### config.mk
export PLATFORM = sky130hd
export DESIGN_NAME = smx_channel
export DESIGN_NICKNAME = d
export VERILOG_FILES = /design/src/hdl/smx_pkg.sv /design/src/hdl/smx_gain.sv /design/src/hdl/smx_channel.sv
export SDC_FILE = /design/constraint.sdc
export NUM_CORES = 2
export LEC_CHECK = 0
export ABC_AREA = 1
export ABC_CLOCK_PERIOD_IN_PS = 21400
export BUFFER_PORTS_ARGS = -buffer_cell sky130_fd_sc_hd__buf_4
export CORE_MARGIN = 2
export CORE_UTILIZATION = 60
export DETAILED_ROUTE_END_ITERATION = 12
export PLACE_DENSITY = 0.73
export SETUP_SLACK_MARGIN = 0.05
export SLEW_MARGIN = 10
export SYNTH_ARGS = -nofsm -noshare
export SYNTH_HDL_FRONTEND = slang
export SYNTH_SLANG_ARGS = --single-unit
### constraint.sdc
create_clock -name vclk -period 21.4
set_input_delay 6.42 -clock vclk [all_inputs]
set_output_delay 6.42 -clock vclk [all_outputs]
set_load 0.02 [all_outputs]
### src/hdl/smx_pkg.sv
// Shared types and constants of the stereo send/return mixer.
package smx_pkg;

  localparam int SAMPLE_BITS    = 24;
  localparam int GAIN_BITS      = 16;
  localparam int GAIN_FRAC_BITS = 15;
  localparam int PROD_BITS      = SAMPLE_BITS + GAIN_BITS + 1;
  localparam int SUM_BITS       = SAMPLE_BITS + 2;
  localparam int COUNT_BITS     = 32;
  localparam int CFG_IDX_BITS   = 2;

  localparam logic [GAIN_BITS-1:0] GAIN_UNITY =
    GAIN_BITS'((1 << GAIN_FRAC_BITS) - 1);

  localparam logic signed [SAMPLE_BITS-1:0] SAT_MAX = {1'b0, {(SAMPLE_BITS-1){1'b1}}};
  localparam logic signed [SAMPLE_BITS-1:0] SAT_MIN = {1'b1, {(SAMPLE_BITS-1){1'b0}}};

  localparam logic CMD_SEND = 1'b0;
  localparam logic CMD_MIX  = 1'b1;

  localparam logic [CFG_IDX_BITS-1:0] REG_REVERB_SEND_GAIN      = 2'd0;
  localparam logic [CFG_IDX_BITS-1:0] REG_CHORUS_TO_REVERB_GAIN = 2'd1;
  localparam logic [CFG_IDX_BITS-1:0] REG_CHORUS_RETURN_GAIN    = 2'd2;
  localparam logic [CFG_IDX_BITS-1:0] REG_REVERB_RETURN_GAIN    = 2'd3;

  typedef struct packed {
    logic [GAIN_BITS-1:0] reverb_send;
    logic [GAIN_BITS-1:0] chorus_to_reverb;
    logic [GAIN_BITS-1:0] chorus_return;
    logic [GAIN_BITS-1:0] reverb_return;
  } gains_t;

  typedef struct packed {
    logic                          cmd;
    logic                          commit;
    logic signed [SAMPLE_BITS-1:0] dry_left;
    logic signed [SAMPLE_BITS-1:0] dry_right;
    logic signed [SAMPLE_BITS-1:0] chorus_left;
    logic signed [SAMPLE_BITS-1:0] chorus_right;
    logic signed [SAMPLE_BITS-1:0] reverb_left;
    logic signed [SAMPLE_BITS-1:0] reverb_right;
  } frame_t;

  typedef struct packed {
    logic signed [SAMPLE_BITS-1:0] value;
    logic                          sat;
  } chan_res_t;

endpackage

### src/hdl/smx_gain.sv
// Q1.15 gain stage: unity pass-through or floored scaled product.
module smx_gain import smx_pkg::*; (
  input  logic signed [SAMPLE_BITS-1:0] sample_i,
  input  logic        [GAIN_BITS-1:0]   gain_i,
  output logic signed [SAMPLE_BITS-1:0] scaled_o
);

  logic signed [PROD_BITS-1:0] prod;
  logic signed [PROD_BITS-1:0] shifted;

  always_comb begin
    prod     = PROD_BITS'(sample_i) * $signed(PROD_BITS'(gain_i));
    shifted  = prod >>> GAIN_FRAC_BITS;
    scaled_o = (gain_i >= GAIN_UNITY) ? sample_i : shifted[SAMPLE_BITS-1:0];
  end

endmodule

### src/hdl/smx_channel.sv
// One channel of the mixer: gain stages, three-way sum and saturation.
module smx_channel import smx_pkg::*; (
  input  logic                          cmd_i,
  input  gains_t                        gains_i,
  input  logic signed [SAMPLE_BITS-1:0] dry_i,
  input  logic signed [SAMPLE_BITS-1:0] chorus_i,
  input  logic signed [SAMPLE_BITS-1:0] reverb_i,
  output chan_res_t                     res_o
);

  logic signed [SAMPLE_BITS-1:0] dry_scaled;
  logic signed [SAMPLE_BITS-1:0] chorus_scaled;
  logic signed [SAMPLE_BITS-1:0] reverb_scaled;
  logic        [GAIN_BITS-1:0]   chorus_gain;
  logic signed [SAMPLE_BITS-1:0] term_a;
  logic signed [SAMPLE_BITS-1:0] term_c;
  logic signed [SUM_BITS-1:0]    sum;

  assign chorus_gain = (cmd_i == CMD_MIX) ? gains_i.chorus_return : gains_i.chorus_to_reverb;

  smx_gain u_dry_gain (
    .sample_i (dry_i),
    .gain_i   (gains_i.reverb_send),
    .scaled_o (dry_scaled)
  );

  smx_gain u_chorus_gain (
    .sample_i (chorus_i),
    .gain_i   (chorus_gain),
    .scaled_o (chorus_scaled)
  );

  smx_gain u_reverb_gain (
    .sample_i (reverb_i),
    .gain_i   (gains_i.reverb_return),
    .scaled_o (reverb_scaled)
  );

  always_comb begin
    term_a = (cmd_i == CMD_MIX) ? dry_i : dry_scaled;
    term_c = (cmd_i == CMD_MIX) ? reverb_scaled : '0;
    sum    = SUM_BITS'(term_a) + SUM_BITS'(chorus_scaled) + SUM_BITS'(term_c);
    if (sum > SUM_BITS'(SAT_MAX)) begin
      res_o.value = SAT_MAX;
      res_o.sat   = 1'b1;
    end else if (sum < SUM_BITS'(SAT_MIN)) begin
      res_o.value = SAT_MIN;
      res_o.sat   = 1'b1;
    end else begin
      res_o.value = sum[SAMPLE_BITS-1:0];
      res_o.sat   = 1'b0;
    end
  end

endmodule

==> flow_metrics.tcl <==
set metrics [dict create \
    initial_core_util_pct 60.9 \
    fmax_mhz 47.6 \
    grt_overflow 0 \
    synthTopCellsByArea "fa_1 48%, inv_1 15%, nand2_1 14%" \
    worstPathRequired_ps 14980 \
    drive_gt1_share_pct 7.29 \
    critPathLaunchType "input pin" \
    antenna_left 0 \
    drt-wirelength-per-cell_um 18.7 \
    cts_hold_buffers 0 \
    routed_via_density 5.36 \
    crit_arrival_ps 14590 \
    period_share_pct 98.2 \
    slowest_stage "fa_2" \
    yosys.area.top_type_share_pct 48.1 \
    hold_slack_ps 13980 \
    port_buffers 162 \
    use_met3_pct 6.18 \
    die_h_um 282 \
    seq_cells 0 \
    nets 7982 \
    rows 101 \
    synth_cell_types 44 \
    drtIter0Drc 3019 \
    worst_pin_slew_ps 888 \
    gr-usage-met2_pct 59.7 \
    grt_pass1_vias 41595 \
    grt_usage_pct 36.4 \
    ff_latch_area_sq_um 0 \
    synthesis.area_sq_um 46400 \
    synth_cells 6412 \
    first_pass_iters 7 \
    post-route-drc-count 0 \
    syn_to_final_growth_pct 6.76 \
    gp_congestion 1.01 \
    final_common_cell "inv_1" \
    hold_viol_final 0 \
    yosysWarnings 0 \
    final_cell_mix "1897 x inv_1, 1677 x nand2_1, 1107 x fa_1" \
    io_pins 162 \
    num_vias 39927 \
    endpoint_kind "primary output" \
    die_w_um 282 \
    path_common_cell "nand2_1" \
    avgSynthCellArea_sq_um 7.24 \
    finalMaxSlewViolations 0 \
    post-place-ws_ps -346 \
    synth_top_area_cell "fa_1" \
    die_area_sq_um 79600 \
    grt_pass1_wl_mm 224 \
    core_area_sq_um 76200 \
    clockBufferCount 0 \
    dp_hpwl_mm 116 \
    drt-total-wl_mm 140 \
    use_met1_pct 49.3 \
    yosysSeqAreaShare_pct 0 \
    status "completed" \
    cp_max_fo 13 \
    fin_ws_ps 385 \
    drv_cap 0 \
    max_stage_delay_ps 620 \
    period_minus_slack_ps 21010 \
    grt_antenna_before_repair 1 \
    synth_nets 7969 \
    gr-max-usage-layer "met2" \
    slew_headroom_pct 40.3 \
    hold_class "input pin to primary output" \
    crit_type "input pin to primary output" \
    grt_max_degree 41 \
    setup_viol 0 \
]
per-stage QoR:
step / cell area (sq um) / utilization, % / setup TNS, ps / std cells
floorplan: 46400 / - / 0 / 6412
detailed placement: 48600 / 63.8 / -7400 / 7434
global placement: 48600 / 63.8 / -6560 / 7434
global route: 49500 / 65.0 / -585 / 7453
finish: 49500 / 65.0 / 0 / 7454
CTS: 48600 / 63.8 / 0 / 7435
logic make-up after synthesis:
group / synth area share (%)
AOI/OAI and AO/OA: 3.79
buffers and inverters: 17.8
and+or+nand+nor: 20.8
xor gates and xnor gates: 1.26
adders and majority gates: 56.3
final timing paths:
kind,from,to,slack (ps),cells after the start
hold / removal,reverb_i[0],res_o[1],13980,9
setup / recovery,cmd_i,res_o[4],390,41
synthesized netlist by cell type, drive strengths merged:
cell,count
or2,25
nor3,37
o21bai,23
o2111ai,1
nand2,1705
nor4,9
a21oi,141
o31ai,1
nor2,467
nand2b,2
a31oi,9
clkbuf,237
xnor2,37
clkinv,9
fa,1114
nand3b,14
and3,2
a21o,14
xor2,30
a21boi,5
inv,1908
ha,306
o21a,3
o21ai,105
nand4,28
o211ai,7
buf,24
nand3,148
and2,1
per-layer routing:
layer	vias to the layer above	wire [um]
li1	18046	-
met1	19719	56000
met2	1850	64700
met3	310	13100
met4	2	5820
met5	-	6
worst max-delay path, delay by kind of cell:
family	cells	cell delay, ps
AO/OA/AOI/OAI	1	60
adder cells (fa/ha/maj)	9	4320
buffers and inverters	8	1130
AND/OR/NAND/NOR	23	2620
final cells by class:
type | instances | area, sq um
Inverter | 1917 | 7200
Multi-Input combinational cell | 4234 | 38800
Fill cell | 6937 | 26700
Tap cell | 1030 | 1290
Timing Repair Buffer | 272 | 2240
Antenna cell | 1 | 2.50
timing repair:
item                                    CTS  global route
cloned                                    0             3
gates resized for setup                   6           181
pin swaps                                 1            27
buffers inserted                          1            15
endpoints found under the setup margin   25            25
